--- src/sv/tlrf_pkg.sv ---
// ----------------------------------------------------------------------------
// tlrf_pkg
// Shared constants and types for the telnet receive filter: byte codes,
// result event codes and the word passed from the front end to the back end.
// ----------------------------------------------------------------------------
package tlrf_pkg;

  localparam int LINE_MAX_DEF = 127;
  localparam int QDEPTH       = 4;
  localparam int QAW          = $clog2(QDEPTH);

  localparam logic [7:0] B_IAC  = 8'd255;
  localparam logic [7:0] B_DONT = 8'd254;
  localparam logic [7:0] B_DO   = 8'd253;
  localparam logic [7:0] B_WONT = 8'd252;
  localparam logic [7:0] B_WILL = 8'd251;
  localparam logic [7:0] B_IP   = 8'd244;
  localparam logic [7:0] B_EOT  = 8'd4;
  localparam logic [7:0] B_CR   = 8'd13;
  localparam logic [7:0] B_LF   = 8'd10;
  localparam logic [7:0] B_NUL  = 8'd0;

  localparam logic [2:0] EV_DATA  = 3'd0;
  localparam logic [2:0] EV_OK    = 3'd1;
  localparam logic [2:0] EV_LONG  = 3'd2;
  localparam logic [2:0] EV_REPLY = 3'd3;
  localparam logic [2:0] EV_INTR  = 3'd4;

  localparam logic REFUSE_WONT = 1'b0;
  localparam logic REFUSE_DONT = 1'b1;

  typedef enum logic [2:0] {
    TK_DATA,
    TK_EOL,
    TK_REPLY,
    TK_INTR,
    TK_CLEAR
  } tok_kind_t;

  typedef struct packed {
    tok_kind_t  kind;
    logic [7:0] byte_val;
    logic       refuse;
  } tok_t;

endpackage

--- src/sv/tlrf_front.sv ---
// ----------------------------------------------------------------------------
// tlrf_front
// Telnet command parser: tracks the IAC escape mode and the session state and
// turns each received byte into at most one word for the back end.
// ----------------------------------------------------------------------------
module tlrf_front (
  input  logic          clk,
  input  logic          rst_n,
  input  logic          acc,
  input  logic          cmd,
  input  logic [7:0]    rx_byte,
  output logic          push,
  output tlrf_pkg::tok_t tok
);
  import tlrf_pkg::*;

  typedef enum logic [2:0] {
    M_DATA,
    M_IAC,
    M_DO,
    M_DONT,
    M_WILL,
    M_WONT
  } mode_t;

  mode_t mode_r, mode_nxt;
  logic  open_r, open_nxt;

  always_comb begin
    mode_nxt     = mode_r;
    open_nxt     = open_r;
    push         = 1'b0;
    tok.kind     = TK_DATA;
    tok.byte_val = rx_byte;
    tok.refuse   = REFUSE_WONT;
    if (acc) begin
      if (cmd) begin
        mode_nxt = M_DATA;
        open_nxt = 1'b1;
        push     = 1'b1;
        tok.kind = TK_CLEAR;
      end else if (open_r) begin
        mode_nxt = M_DATA;
        case (mode_r)
          M_IAC: begin
            if (rx_byte == B_IAC) begin
              push = 1'b1;
            end else if (rx_byte == B_DO) begin
              mode_nxt = M_DO;
            end else if (rx_byte == B_DONT) begin
              mode_nxt = M_DONT;
            end else if (rx_byte == B_WILL) begin
              mode_nxt = M_WILL;
            end else if (rx_byte == B_WONT) begin
              mode_nxt = M_WONT;
            end else if (rx_byte == B_IP) begin
              open_nxt     = 1'b0;
              push         = 1'b1;
              tok.kind     = TK_INTR;
              tok.byte_val = 8'd0;
            end
          end
          M_DO: begin
            push     = 1'b1;
            tok.kind = TK_REPLY;
          end
          M_WILL: begin
            push       = 1'b1;
            tok.kind   = TK_REPLY;
            tok.refuse = REFUSE_DONT;
          end
          M_DONT, M_WONT: begin
            push = 1'b0;
          end
          default: begin
            if (rx_byte == B_IAC) begin
              mode_nxt = M_IAC;
            end else if (rx_byte == B_NUL || rx_byte == B_CR) begin
              push = 1'b0;
            end else if (rx_byte == B_EOT) begin
              open_nxt     = 1'b0;
              push         = 1'b1;
              tok.kind     = TK_INTR;
              tok.byte_val = 8'd0;
            end else if (rx_byte == B_LF) begin
              push         = 1'b1;
              tok.kind     = TK_EOL;
              tok.byte_val = 8'd0;
            end else begin
              push = 1'b1;
            end
          end
        endcase
      end
    end
  end

  always_ff @(posedge clk) begin
    if (!rst_n) begin
      mode_r <= M_DATA;
      open_r <= 1'b1;
    end else begin
      mode_r <= mode_nxt;
      open_r <= open_nxt;
    end
  end

endmodule

--- src/sv/tlrf_fifo.sv ---
// ----------------------------------------------------------------------------
// tlrf_fifo
// Short word queue between the parser and the line tracker.
// ----------------------------------------------------------------------------
module tlrf_fifo (
  input  logic           clk,
  input  logic           rst_n,
  input  logic           push,
  input  tlrf_pkg::tok_t wr_tok,
  input  logic           pop,
  output tlrf_pkg::tok_t rd_tok,
  output logic           full,
  output logic           empty
);
  import tlrf_pkg::*;

  tok_t             mem_r [QDEPTH];
  logic [QAW-1:0]   wr_ptr_r, wr_ptr_nxt;
  logic [QAW-1:0]   rd_ptr_r, rd_ptr_nxt;
  logic [QAW:0]     cnt_r, cnt_nxt;

  assign full   = (cnt_r == (QAW+1)'(QDEPTH));
  assign empty  = (cnt_r == '0);
  assign rd_tok = mem_r[rd_ptr_r];

  always_comb begin
    wr_ptr_nxt = push ? wr_ptr_r + 1'b1 : wr_ptr_r;
    rd_ptr_nxt = pop  ? rd_ptr_r + 1'b1 : rd_ptr_r;
    cnt_nxt    = cnt_r;
    if (push && !pop) begin
      cnt_nxt = cnt_r + 1'b1;
    end else if (pop && !push) begin
      cnt_nxt = cnt_r - 1'b1;
    end
  end

  always_ff @(posedge clk) begin
    if (push) begin
      mem_r[wr_ptr_r] <= wr_tok;
    end
  end

  always_ff @(posedge clk) begin
    if (!rst_n) begin
      wr_ptr_r <= '0;
      rd_ptr_r <= '0;
      cnt_r    <= '0;
    end else begin
      wr_ptr_r <= wr_ptr_nxt;
      rd_ptr_r <= rd_ptr_nxt;
      cnt_r    <= cnt_nxt;
    end
  end

  a_cnt_bound: assert property (@(posedge clk) disable iff (!rst_n)
    cnt_r <= (QAW+1)'(QDEPTH))
    else $error("queue count beyond depth");

  a_no_pop_empty: assert property (@(posedge clk) disable iff (!rst_n)
    pop |-> !empty)
    else $error("pop from empty queue");

  a_push_grows: assert property (@(posedge clk) disable iff (!rst_n)
    push && !pop |=> cnt_r == $past(cnt_r) + 1'b1)
    else $error("queue count did not grow on push");

endmodule

--- src/sv/tlrf_back.sv ---
// ----------------------------------------------------------------------------
// tlrf_back
// Line tracker: counts data bytes per line, flags overflow, reports line
// ends and drives the registered result port.
// ----------------------------------------------------------------------------
module tlrf_back #(
  parameter int LINE_MAX = tlrf_pkg::LINE_MAX_DEF
) (
  input  logic           clk,
  input  logic           rst_n,
  input  logic           q_empty,
  input  tlrf_pkg::tok_t q_tok,
  output logic           q_pop,
  output logic           out_valid,
  input  logic           out_stall,
  output logic [2:0]     out_event_res,
  output logic [7:0]     out_byte,
  output logic           out_reply_refuse_kind
);
  import tlrf_pkg::*;

  localparam int LCW = $clog2(LINE_MAX + 1);
  localparam logic [LCW-1:0] LMAX = LCW'(LINE_MAX);

  logic [LCW-1:0] cnt_r, cnt_nxt;
  logic           long_r, long_nxt;
  logic           vld_r, vld_nxt;
  logic [2:0]     ev_r, ev_nxt;
  logic [7:0]     byte_r, byte_nxt;
  logic           kind_r, kind_nxt;
  logic           load_ok;

  assign load_ok = !vld_r || !out_stall;
  assign q_pop   = !q_empty && load_ok;

  always_comb begin
    cnt_nxt  = cnt_r;
    long_nxt = long_r;
    vld_nxt  = vld_r;
    ev_nxt   = ev_r;
    byte_nxt = byte_r;
    kind_nxt = kind_r;
    if (load_ok) begin
      vld_nxt = 1'b0;
    end
    if (q_pop) begin
      vld_nxt  = 1'b1;
      byte_nxt = q_tok.byte_val;
      kind_nxt = 1'b0;
      case (q_tok.kind)
        TK_DATA: begin
          ev_nxt = EV_DATA;
          // overflow restarts the count with this byte as the first
          if (cnt_r >= LMAX) begin
            cnt_nxt  = LCW'(1);
            long_nxt = 1'b1;
          end else begin
            cnt_nxt = cnt_r + 1'b1;
          end
        end
        TK_EOL: begin
          ev_nxt   = (long_r || cnt_r >= LMAX) ? EV_LONG : EV_OK;
          cnt_nxt  = '0;
          long_nxt = 1'b0;
        end
        TK_REPLY: begin
          ev_nxt   = EV_REPLY;
          kind_nxt = q_tok.refuse;
        end
        TK_INTR: begin
          ev_nxt = EV_INTR;
        end
        TK_CLEAR: begin
          vld_nxt  = 1'b0;
          cnt_nxt  = '0;
          long_nxt = 1'b0;
        end
        default: begin
          vld_nxt = 1'b0;
        end
      endcase
    end
  end

  always_ff @(posedge clk) begin
    if (!rst_n) begin
      cnt_r  <= '0;
      long_r <= 1'b0;
      vld_r  <= 1'b0;
    end else begin
      cnt_r  <= cnt_nxt;
      long_r <= long_nxt;
      vld_r  <= vld_nxt;
    end
    ev_r   <= ev_nxt;
    byte_r <= byte_nxt;
    kind_r <= kind_nxt;
  end

  assign out_valid             = vld_r;
  assign out_event_res         = ev_r;
  assign out_byte              = byte_r;
  assign out_reply_refuse_kind = kind_r;

  a_cnt_bound: assert property (@(posedge clk) disable iff (!rst_n)
    cnt_r <= LMAX)
    else $error("line count beyond limit");

  a_clear: assert property (@(posedge clk) disable iff (!rst_n)
    q_pop && q_tok.kind == TK_CLEAR |=> cnt_r == '0 && !long_r && !vld_r)
    else $error("new connection did not clear line state");

  a_data_counts: assert property (@(posedge clk) disable iff (!rst_n)
    q_pop && q_tok.kind == TK_DATA |=> cnt_r != '0 && vld_r && ev_r == EV_DATA)
    else $error("data word not counted");

endmodule

--- src/sv/telnet_receive_filter.sv ---
// ----------------------------------------------------------------------------
// telnet_receive_filter
// Telnet receive byte filter: IAC parsing and negotiation refusal in the
// front end, per-line counting and result output in the back end.
// ----------------------------------------------------------------------------
// a byte's result word passes through the queue and then the registered output of the line tracker
// throughput: one byte per cycle while the queue is not full (in_stall low)
// a four-word queue lets the parser keep taking bytes while a result is stalled
// reset sets parse mode to data, opens the session, clears line count, queue and output valid
module telnet_receive_filter #(
  parameter int LINE_MAX = tlrf_pkg::LINE_MAX_DEF
) (
  input  logic       clk,
  input  logic       rst_n,
  input  logic       in_valid,
  output logic       in_stall,
  input  logic       in_cmd,
  input  logic [7:0] in_rx_byte,
  output logic       out_valid,
  input  logic       out_stall,
  output logic [2:0] out_event_res,
  output logic [7:0] out_byte,
  output logic       out_reply_refuse_kind
);
  import tlrf_pkg::*;

  logic acc;
  logic push;
  logic pop;
  logic full;
  logic empty;
  tok_t wr_tok;
  tok_t rd_tok;

  assign in_stall = full;
  assign acc      = in_valid && !full;

  tlrf_front u_front (
    .clk     (clk),
    .rst_n   (rst_n),
    .acc     (acc),
    .cmd     (in_cmd),
    .rx_byte (in_rx_byte),
    .push    (push),
    .tok     (wr_tok)
  );

  tlrf_fifo u_fifo (
    .clk    (clk),
    .rst_n  (rst_n),
    .push   (push),
    .wr_tok (wr_tok),
    .pop    (pop),
    .rd_tok (rd_tok),
    .full   (full),
    .empty  (empty)
  );

  tlrf_back #(
    .LINE_MAX (LINE_MAX)
  ) u_back (
    .clk                   (clk),
    .rst_n                 (rst_n),
    .q_empty               (empty),
    .q_tok                 (rd_tok),
    .q_pop                 (pop),
    .out_valid             (out_valid),
    .out_stall             (out_stall),
    .out_event_res         (out_event_res),
    .out_byte              (out_byte),
    .out_reply_refuse_kind (out_reply_refuse_kind)
  );

endmodule
--- config.mk ---
export PLATFORM = sky130hd
export DESIGN_NAME = telnet_receive_filter
export DESIGN_NICKNAME = d
export VERILOG_FILES = /design/src/sv/tlrf_pkg.sv /design/src/sv/tlrf_front.sv /design/src/sv/tlrf_fifo.sv /design/src/sv/tlrf_back.sv /design/src/sv/telnet_receive_filter.sv
export SDC_FILE = /design/constraint.sdc
export NUM_CORES = 1
export LEC_CHECK = 0
export ABC_AREA = 1
export BUFFER_PORTS_ARGS = -buffer_cell sky130_fd_sc_hd__buf_2
export CORE_MARGIN = 1
export CORE_UTILIZATION = 54
export CTS_CLUSTER_DIAMETER = 150
export CTS_CLUSTER_SIZE = 28
export DETAILED_ROUTE_END_ITERATION = 10
export PLACE_DENSITY = 0.81
export REMOVE_ABC_BUFFERS = 1
export SLEW_MARGIN = 20
export SYNTH_ARGS = -nofsm -noshare
export SYNTH_HDL_FRONTEND = slang
export SYNTH_HIERARCHICAL = 1
export SYNTH_SLANG_ARGS = --single-unit
export TNS_END_PERCENT = 20
--- constraint.sdc ---
create_clock -name clk -period 2.3 [get_ports clk]
set_clock_uncertainty 0.2 [all_clocks]
set_input_delay 0.23 -clock clk [delete_from_list [all_inputs] [get_ports clk]]
set_output_delay 0.23 -clock clk [all_outputs]
set_load 0.005 [all_outputs]
# Word-level counts from Yosys, hierarchy flattened

Memories as Yosys holds them, arrays and structs flattened. A register that Yosys moved wholly into a read port is not among the register bits.
Index checks and enable logic that the tools add are counted.
Widths: inputs -> output; s select.

Register bits after elaboration: 32
RAM bits: 48
Output and inout port bits: 14
Memories: 1

Memories:

| memory       | words | bits a word | read ports | clocked after Yosys merged registers in | write ports | RTL line        | RTL |
|---|---|---|---|---|---|---|---|
| u_fifo.mem_r | 4     | 12          | 1          | 1                                       | 1           | tlrf_fifo.sv:17 | `tok_t mem_r [QDEPTH];` |

$add $sub $neg: 5
Magnitude comparators: 1
Equal/unequal tests: 20
Mux-type cells: 65
Reduce and logical (&&, ||, !) cells: 30

Operators by type and width:

| operator            | count |
|---|---|
| $mux 11             | 8 |
| $eq 8x8->1 const B  | 6 |
| $mux 1              | 30 |
| $mux 3              | 10 |
| $mux 12             | 2 |
| $mux 9              | 2 |
| $eq 8x4->1 const B  | 2 |
| $pmux 8 s2          | 1 |
| $pmux 7 s2          | 1 |
| $eq 3x2->1 const B  | 4 |
| $eq 3x3->1 const B  | 4 |
| $pmux 3 s4          | 1 |
| $mux 10             | 1 |
| $pmux 3 s3          | 1 |
| $eq 8x3->1 const B  | 1 |
| $logic_not 8->1     | 1 |
| $reduce_bool 2->1   | 4 |
| $reduce_or 4->1     | 2 |
| $add 7x1->7 const B | 1 |
| $ge 7x7->1 const B  | 1 |
| $mux 7              | 1 |
| $eq 3x1->1 const B  | 2 |
| $logic_not 1->1     | 6 |
| $logic_not 3->1     | 2 |
| 14 further kinds    | 27 |

# Logic depth before layout (Yosys ltp)

Gate-level depths: netlist of run 1.

Word-level depth: 15
Mapped depth: 18
Mapped depth without buffers: 18

# Hierarchy

The synthesis of run 1 kept the hierarchy.

Modules (own cells, without submodules):

| module                | instances | cells an instance | area an instance (um^2) | seq. area each (um^2) |
|---|---|---|---|---|
| tlrf_fifo             | 1         | 174               | 2224.6                  | 1621.6 |
| tlrf_back             | 1         | 105               | 915.9                   | 540.5 |
| tlrf_front            | 1         | 127               | 629.4                   | 80.1 |
| telnet_receive_filter | 1         | 2                 | 10.0                    | 0.0 |

# Least setup slack after synthesis of run 1

Ideal clock, no wire load.

Kind: register -> register
Start point: reg u_fifo.cnt_r[1]
End point: reg u_fifo.cnt_r[1]
Library setup time: 0.116 ns
Arrival: 1.935 ns
Required time: 1.984 ns
Path slack: 0.049 ns
Stages on the path, launching flop included: 12
Cells stage by stage: dfxtp_1 > nor3_1 > nor2_2 > nand2_1 > nor2_1 > nand3_1 > nand2_1 > ha_1 > inv_1 > fa_1 > o21ai_0 > nor2_1

Elaborated cells on any way between the ends: 16
Classes of those cells: add/sub: 2; eq/ne: 1; mux: 3; reduce/logical: 10

RTL lines:

| item                        | RTL line                    | RTL |
|---|---|---|
| from (decl)                 | tlrf_fifo.sv:20             | `logic [QAW:0] cnt_r, cnt_nxt;` |
| from (signal assigned)      | tlrf_fifo.sv:51             | `cnt_r <= cnt_nxt;` |
| $eq 3x3->1                  | tlrf_fifo.sv:22             | `assign full = (cnt_r == (QAW+1)'(QDEPTH));` |
| named net in_stall          | telnet_receive_filter.sv:16 | `output logic in_stall,` |
| $logic_not 1->1             | telnet_receive_filter.sv:36 | `assign acc = in_valid && !full;` |
| $logic_and 1x1->1           | telnet_receive_filter.sv:36 |  |
| named net acc               | telnet_receive_filter.sv:27 | `logic acc;` |
| $mux 1                      | tlrf_front.sv:36            | `if (acc) begin` |
| named net push              | telnet_receive_filter.sv:28 | `logic push;` |
| $logic_and 1x1->1           | tlrf_fifo.sv:30             | `if (push && !pop) begin` |
| $mux 3                      | tlrf_fifo.sv:30             |  |
| named net u_fifo.cnt_nxt[1] | tlrf_fifo.sv:20             |  |

The timed path passes the listed nets, and every way through them passes these cells. The select of a mux whose other input is x is not followed.
A chain may end at the register's enable or synchronous reset.

# Worst setup path after layout of run 1

Start point: reg u_fifo.cnt_r[2]
End point: reg u_fifo.cnt_r[2]

Word-level cells in the longest chain between the ends: 7
Elaborated cells on any way between the ends: 16
Classes of those cells: add/sub: 2; eq/ne: 1; mux: 3; reduce/logical: 10

Ends and longest elaborated chain:

| item                        | RTL line                    | RTL |
|---|---|---|
| $eq 3x3->1 *                | tlrf_fifo.sv:22             |  |
| $logic_not 1->1 *           | telnet_receive_filter.sv:36 |  |
| $logic_and 1x1->1 *         | telnet_receive_filter.sv:36 |  |
| named net acc               | telnet_receive_filter.sv:27 |  |
| $mux 1 *                    | tlrf_front.sv:36            |  |
| named net push              | telnet_receive_filter.sv:28 |  |
| $logic_not 1->1             | tlrf_fifo.sv:32             | `end else if (pop && !push) begin` |
| $logic_and 1x1->1           | tlrf_fifo.sv:32             |  |
| $reduce_bool 2->1 (no line) | -                           |  |

Mark *: on every way through the listed nets, which the timed path passes. The rest lies on a longest branch. The select of a mux whose other input is x is not followed.

==> out/results.ini, run 1 <==
[outcome]
run_status=finished, final reports clean

[setup_path]
crit_top_cell=nand2_1
path_max_fanout=4
regToRegEndpoint=u_fifo/cnt_r[2]
crit_chain=inv_2 > nor3_2 > nor2_2 > nand2_1 > nor2_1 > nand3_1 > nand2_2 > ha_4 > inv_1 > fa_2 > inv_1 > nand2_1 > nand4_1 > nand2_1 > nor2_1
critPathLaunchType=flop
rr_worst_depth=15
r2r_slack_ns=0.07
cp_slowest_stage_delay_ns=0.36
end_kind=flop
critPathSlowestCell=dfxtp_4
critical_path_arrival_ns=2.31
path_class=flop to flop
worstPathRequired_ns=2.39
worst-path-stages=15
cpLargestDelayFamily=simple AND/OR/NAND/NOR gates
path_buf_inv=3
r2r-start=u_fifo/cnt_r[2]

[routing]
first_pass_iters=5
antenna_left=0
wl_per_cell_um=13.5
routed_wl_um=7680
drc=0
routed_via_density=5.20
drtIter0Drc=185
routed-via-count=2954

[sta]
setup_viol=0
slew_headroom_pct=58.2
finalCritPeriodShare_pct=96.8
slew_viol_final=0
tightest_slew_ns=0.622
min_period_ns=2.23
finalHoldViolations=0
fmax_mhz=449

[global_routing]
grtUsageTotal_pct=22.0
gr-usage-met2_pct=38.2
top_usage_layer=met2
grt_pass1_wl_um=12200
grt.overflow.total=0
antenna_found_initial=0
gr-usage-met3_pct=5.20
grt_pass1_vias=2772
grt_max_degree=16
grt_use_met1_pct=24.8

[die]
pin_count=27
dieArea_mm2=0.00734
row_count=30
initial_core_util_pct=55.6
die_h_um=85.7
die_width_um=85.7
core-area_mm2=0.00679

[min_path]
hold_depth=3
hp-start=rst_n
min-delay-path-class=input port to flop
min_to=u_fifo/cnt_r[1]

[power]
power_leakage_nw=1.91
ir_drop_v=0.000604
p_per_area_mw_per_mm2=1120

[place]
port_buffers=26
gp_congestion=0.904
postPlaceCellArea_mm2=0.00417
hpwl_um=5280

[yosys]
syn_avg_cell_area_um2=9.26
synth_seq_cells=82
syn-cell-area_mm2=0.00378
yosys_warnings=6
synth.distinct_cells=28
seq_area_frac_synth_pct=59.3
syn_inst=408

[cts]
cts_sinks=82
htreeDepth=3
clock_latency_ns=0.36
cts_tree=done
cts-buffers-inserted=9
clk_pin_slew_ns=0.08
cts_root_buf=clkbuf_8
cts_max_path_buffers=2

[run]
cap_viol_max_count=0

[layout]
n_antenna_cell=0
design_area_mm2=0.00451
syn_to_final_growth_pct=19.4
final_cell_mix=nand2_1, nor2_1, edfxtp_1, inv_1, buf_2
utilization_pct=66.4
drive_above_1_share_pct=24.8
layout_commonest_cell=nand2_1
nNetsFinal=487

## what timing repair did
action | 4_1_cts | 5_1_grt
setup buffers | 0 | 7
hold buffers | 1 | 0
resized for setup | 0 | 23
endpoints found under the setup margin | 0 | 2
endpoints found under the hold margin | 4 | 0
## per-layer routing
metal  part of all wire (%)  vias to the layer above
met5                      0                        -
met2                     52                       88
met1                     41                     1392
li1                       -                     1456
met4                    2.3                        0
met3                    4.5                       18
## cell families after synthesis
group | share of synthesized area, %
fa+ha+maj | 2.52
flops | 59.3
compound gates | 8.74
simple gates | 22.2
buf+inv | 7.18
## worst register-to-register path: stages (launching register included)
cell and delay, ns:
dfxtp_4 0.36, inv_2 0.06, nor3_2 0.04, nor2_2 0.17, nand2_1 0.09, nor2_1 0.10, nand3_1 0.08, nand2_2 0.12
ha_4 0.14, inv_1 0.06, fa_2 0.34, inv_1 0.06, nand2_1 0.07, nand4_1 0.10, nand2_1 0.05, nor2_1 0.12
## registers in the layout (all words and copies together), names as in the netlist, named ones only
name	flops
u_back/out_reply_refuse_kind	1
u_front/mode_r	3
u_fifo/cnt_r	3
u_back/out_event_res	3
u_fifo/rd_ptr_r	2
u_back/long_r	1
u_front/open_r	1
u_fifo/wr_ptr_r	2
u_fifo/mem_r	48
u_back/out_valid	1
u_back/cnt_r	7
u_back/out_byte	8
## stage by stage
step	hold WS, ns	worst slack [ns]	std cells	total power [mW]	setup TNS, ns
global placement	0.226	0.0918	544	3.73	0
CTS	0.0144	0.00504	561	4.94	0
detailed placement	0.232	0.0212	544	3.81	0
floorplan	0.128	0.0492	401	3.14	0
finish	0.0296	0.0745	568	5.03	0
global route	0.0389	-0.0796	568	5.33	-0.106
## how the worst max path moves through the flow
| stage | from | to | slack, ns |
|---|---|---|---|
| global placement | u_front/mode_r[1] | u_fifo/cnt_r[1] | 0.09 |
| finish | u_fifo/cnt_r[2] | u_fifo/cnt_r[2] | 0.07 |
| global route | u_fifo/cnt_r[2] | u_fifo/cnt_r[2] | -0.08 |
| CTS | u_fifo/cnt_r[1] | u_fifo/cnt_r[2] | 0.005 |
| detailed placement | u_fifo/cnt_r[2] | u_fifo/cnt_r[1] | 0.02 |
| floorplan | u_fifo/cnt_r[1] | u_fifo/cnt_r[1] | 0.05 |
## power breakdown
| group | leakage, nW | switching, mW | internal [mW] |
|---|---|---|---|
| Clock | 0.107 | 0.526 | 0.615 |
| Combinational | 1.07 | 1.08 | 0.683 |
| Sequential | 0.738 | 0.134 | 2.00 |
## cells in the mapped netlist
cell type | instances | share of area, %
inv_2 | 7 | 0.70
nor3_1 | 6 | 0.79
nand4_1 | 3 | 0.50
inv_4 | 1 | 0.17
a21oi_1 | 10 | 1.3
nand3_1 | 17 | 2.3
a21boi_0 | 1 | 0.20
a21oi_2 | 1 | 0.23
nor3_2 | 1 | 0.26
ha_1 | 6 | 2.0
buf_6 | 2 | 0.60
inv_1 | 50 | 5.0
o21ai_2 | 1 | 0.23
edfxtp_1 | 60 | 48
nor2_4 | 4 | 1.2
o21ai_1 | 18 | 2.4
fa_1 | 1 | 0.53
nand3_2 | 1 | 0.26
nand2_1 | 80 | 7.9
nor2_1 | 66 | 6.6
nand2_2 | 10 | 1.7
clkbuf_1 | 1 | 0.099
buf_2 | 2 | 0.26
o21ai_0 | 18 | 2.4
buf_4 | 2 | 0.40
nor2_2 | 5 | 0.83
o22ai_1 | 12 | 2.0
dfxtp_1 | 22 | 12
## area by class of cell
cell class                      instances  area [µm²]
Clock buffer                           10         128
Inverter                               58         220
Timing Repair Buffer                   55         388
Multi-Input combinational cell        261        1310
Tap cell                               96         120
Clock inverter                          6        90.1
Fill cell                             515        2280
Sequential cell                        82        2260
No activity file was read; power rests on OpenSTA's default activity.
==> run 2: changes to the inputs <==
Clock period 2.3 ns to 1.9 ns, I/O delays scaled along.
==> run 2 against run 1 <==
- the run now ends with setup timing left
- combinational power is 45% higher
- largest cell class unchanged
- worst setup slack got worse by 0.30 ns
- sequential cell count unchanged
==> out/results.ini, run 2 (synthesis results as in run 1) <==
[outcome]
run_status=complete, but fails checks
violations=setup timing

[global_routing]
top_usage_layer=met2
antenna_found_initial=0
grt_pass1_vias=3024
grt_pass1_wl_um=13300
gr-usage-met3_pct=4.14
grtUsageTotal_pct=23.7
gr-usage-met2_pct=41.5
grt.overflow.total=0
grt_max_degree=17
grt_use_met1_pct=28.6

[routing]
drtIter0Drc=196
routed_via_density=4.98
routed-via-count=3009
first_pass_iters=5
drc=0
routed_wl_um=7850
antenna_left=0
wl_per_cell_um=13.0

[place]
port_buffers=26
hpwl_um=5410
gp_congestion=0.905
postPlaceCellArea_mm2=0.00442

[cts]
htreeDepth=3
clock_latency_ns=0.35
cts_max_path_buffers=2
clk_pin_slew_ns=0.09
cts-buffers-inserted=9
cts_root_buf=clkbuf_8
cts_sinks=82
cts_tree=done

[layout]
nNetsFinal=523
top_register=u_fifo/mem_r
layout_commonest_cell=nand2_1
drive_above_1_share_pct=32.7
utilization_pct=72.2
design_area_mm2=0.00490
fill_cells=451
final_cell_mix=nand2_1, nor2_1, edfxtp_1, buf_4, inv_1
largest_reg_flops=48
multi_input_area_mm2=0.00139
n_antenna_cell=0
regArea_mm2=0.00226
syn_to_final_growth_pct=29.7

[power]
p_per_area_mw_per_mm2=1350
p_sw_mw=2.32
ir_drop_v=0.000631
seqPwrFrac_pct=39.3
power_frac_comb_pct=38.7
sw_frac_of_total_pct=35.1
power_leakage_nw=2.12
p_int_mw=4.28
p_clk_share_pct=22.0

[setup_path]
end_kind=flop
cp_slowest_stage_delay_ns=0.42
path_class=flop to flop
critPathLaunchType=flop
path_max_fanout=4
crit_top_cell=nor2_1
critical_path_arrival_ns=2.18
worstPathRequired_ns=1.96
cpLargestDelayFamily=simple AND/OR/NAND/NOR gates
path_buf_inv=2
crit_chain=inv_4 > nand2_4 > nand3_2 > nor2_2 > nor2_1 > nand3_1 > nand2_2 > ha_4 > inv_2 > fa_2 > o21ai_1 > nor2_1
critPathSlowestCell=fa_2

[sta]
hold_ws_ns=0.103
slew_viol_final=0
fin_ws_ns=-0.221
tightest_slew_ns=0.454
slew_headroom_pct=69.5
setup_viol=50
finalHoldViolations=0
finalCritPeriodShare_pct=112
rsz0062_at_grt=true
fin_tns_setup_ns=-3.35
min_period_ns=2.12
fmax_mhz=471

[min_path]
min-delay-path-class=input port to flop

[die]
row_count=30
die_h_um=85.7
die_width_um=85.7
dieArea_mm2=0.00734
core-area_mm2=0.00679
pin_count=27
initial_core_util_pct=55.6

[run]
cap_viol_max_count=0

## run 2: cell count changes in the layout (fill, tap and decap cells not counted), moves of 3 or more
cell | before | now
buf_4 | 25 | 58
nand2_1 | 78 | 75
nor2_1 | 66 | 63
nor2_2 | 5 | 8
nor3_2 | 3 | 0
nor3_4 | 0 | 3
o21ai_0 | 17 | 14
o21ai_1 | 18 | 21
o22ai_1 | 12 | 9
## run 2: area by class of cell
type | count | share of cell area, %
sequential | 82 | 46.1
multi-input combinational | 261 | 28.3
timing repair buffer | 91 | 13.8
inverter | 58 | 4.59
clock buffer | 9 | 2.53
tap | 96 | 2.45
clock inverter | 7 | 2.19
## run 2: timing repair
item                                    in CTS  in global routing
endpoints found under the hold margin        9                  0
hold buffers                                 3                  0
gates resized for setup                     27                 22
pin swaps                                    9                  4
endpoints found under the setup margin      83                102
buffers inserted                             7                  3
## run 2: tightest hold or removal path, cell delays in order
cell,delay [ns]
buf_2,0.09
nand2_1,0.09
nand2_1,0.09
nor2_1,0.04
nand3_1,0.06
a21oi_1,0.05
## run 2: stage by stage
stage          total power, mW  worst slack (ns)  instances
6_report                  6.60            -0.221        604
5_1_grt                   7.02            -0.365        604
4_1_cts                   6.36            -0.170        601
3_5_place_dp              4.76            -0.373        575
3_3_place_gp              4.65            -0.267        575
2_1_floorplan             3.81            -0.351        401
## run 2: power by group through the flow
| stage | clock, mW | combinational (mW) | sequential [mW] |
|---|---|---|---|
| global route | 1.54 | 2.84 | 2.64 |
| CTS | 1.46 | 2.30 | 2.60 |
| detailed placement | 0 | 2.16 | 2.61 |
| global placement | 0 | 2.06 | 2.59 |
| floorplan | 0 | 1.16 | 2.64 |
| finish | 1.45 | 2.55 | 2.60 |
## run 2: worst paths after layout
check / depth (start not counted) / to / slack [ns] / from
max: 12 / u_fifo/cnt_r[1] / -0.22 / u_front/mode_r[2]
min: 6 / u_front/mode_r[1] / 0.10 / in_rx_byte[1]
max reg2reg: 12 / u_fifo/cnt_r[1] / -0.22 / u_front/mode_r[2]
min reg2reg: 1 / u_fifo/rd_ptr_r[1] / 0.28 / u_fifo/rd_ptr_r[1]
## run 2: layer usage
metal	routed length, µm	share of wire, %	vias up
met5	0	0	-
met4	136	1.7	0
met3	416	5.3	16
met2	3990	51	90
met1	3310	42	1368
li1	-	-	1535
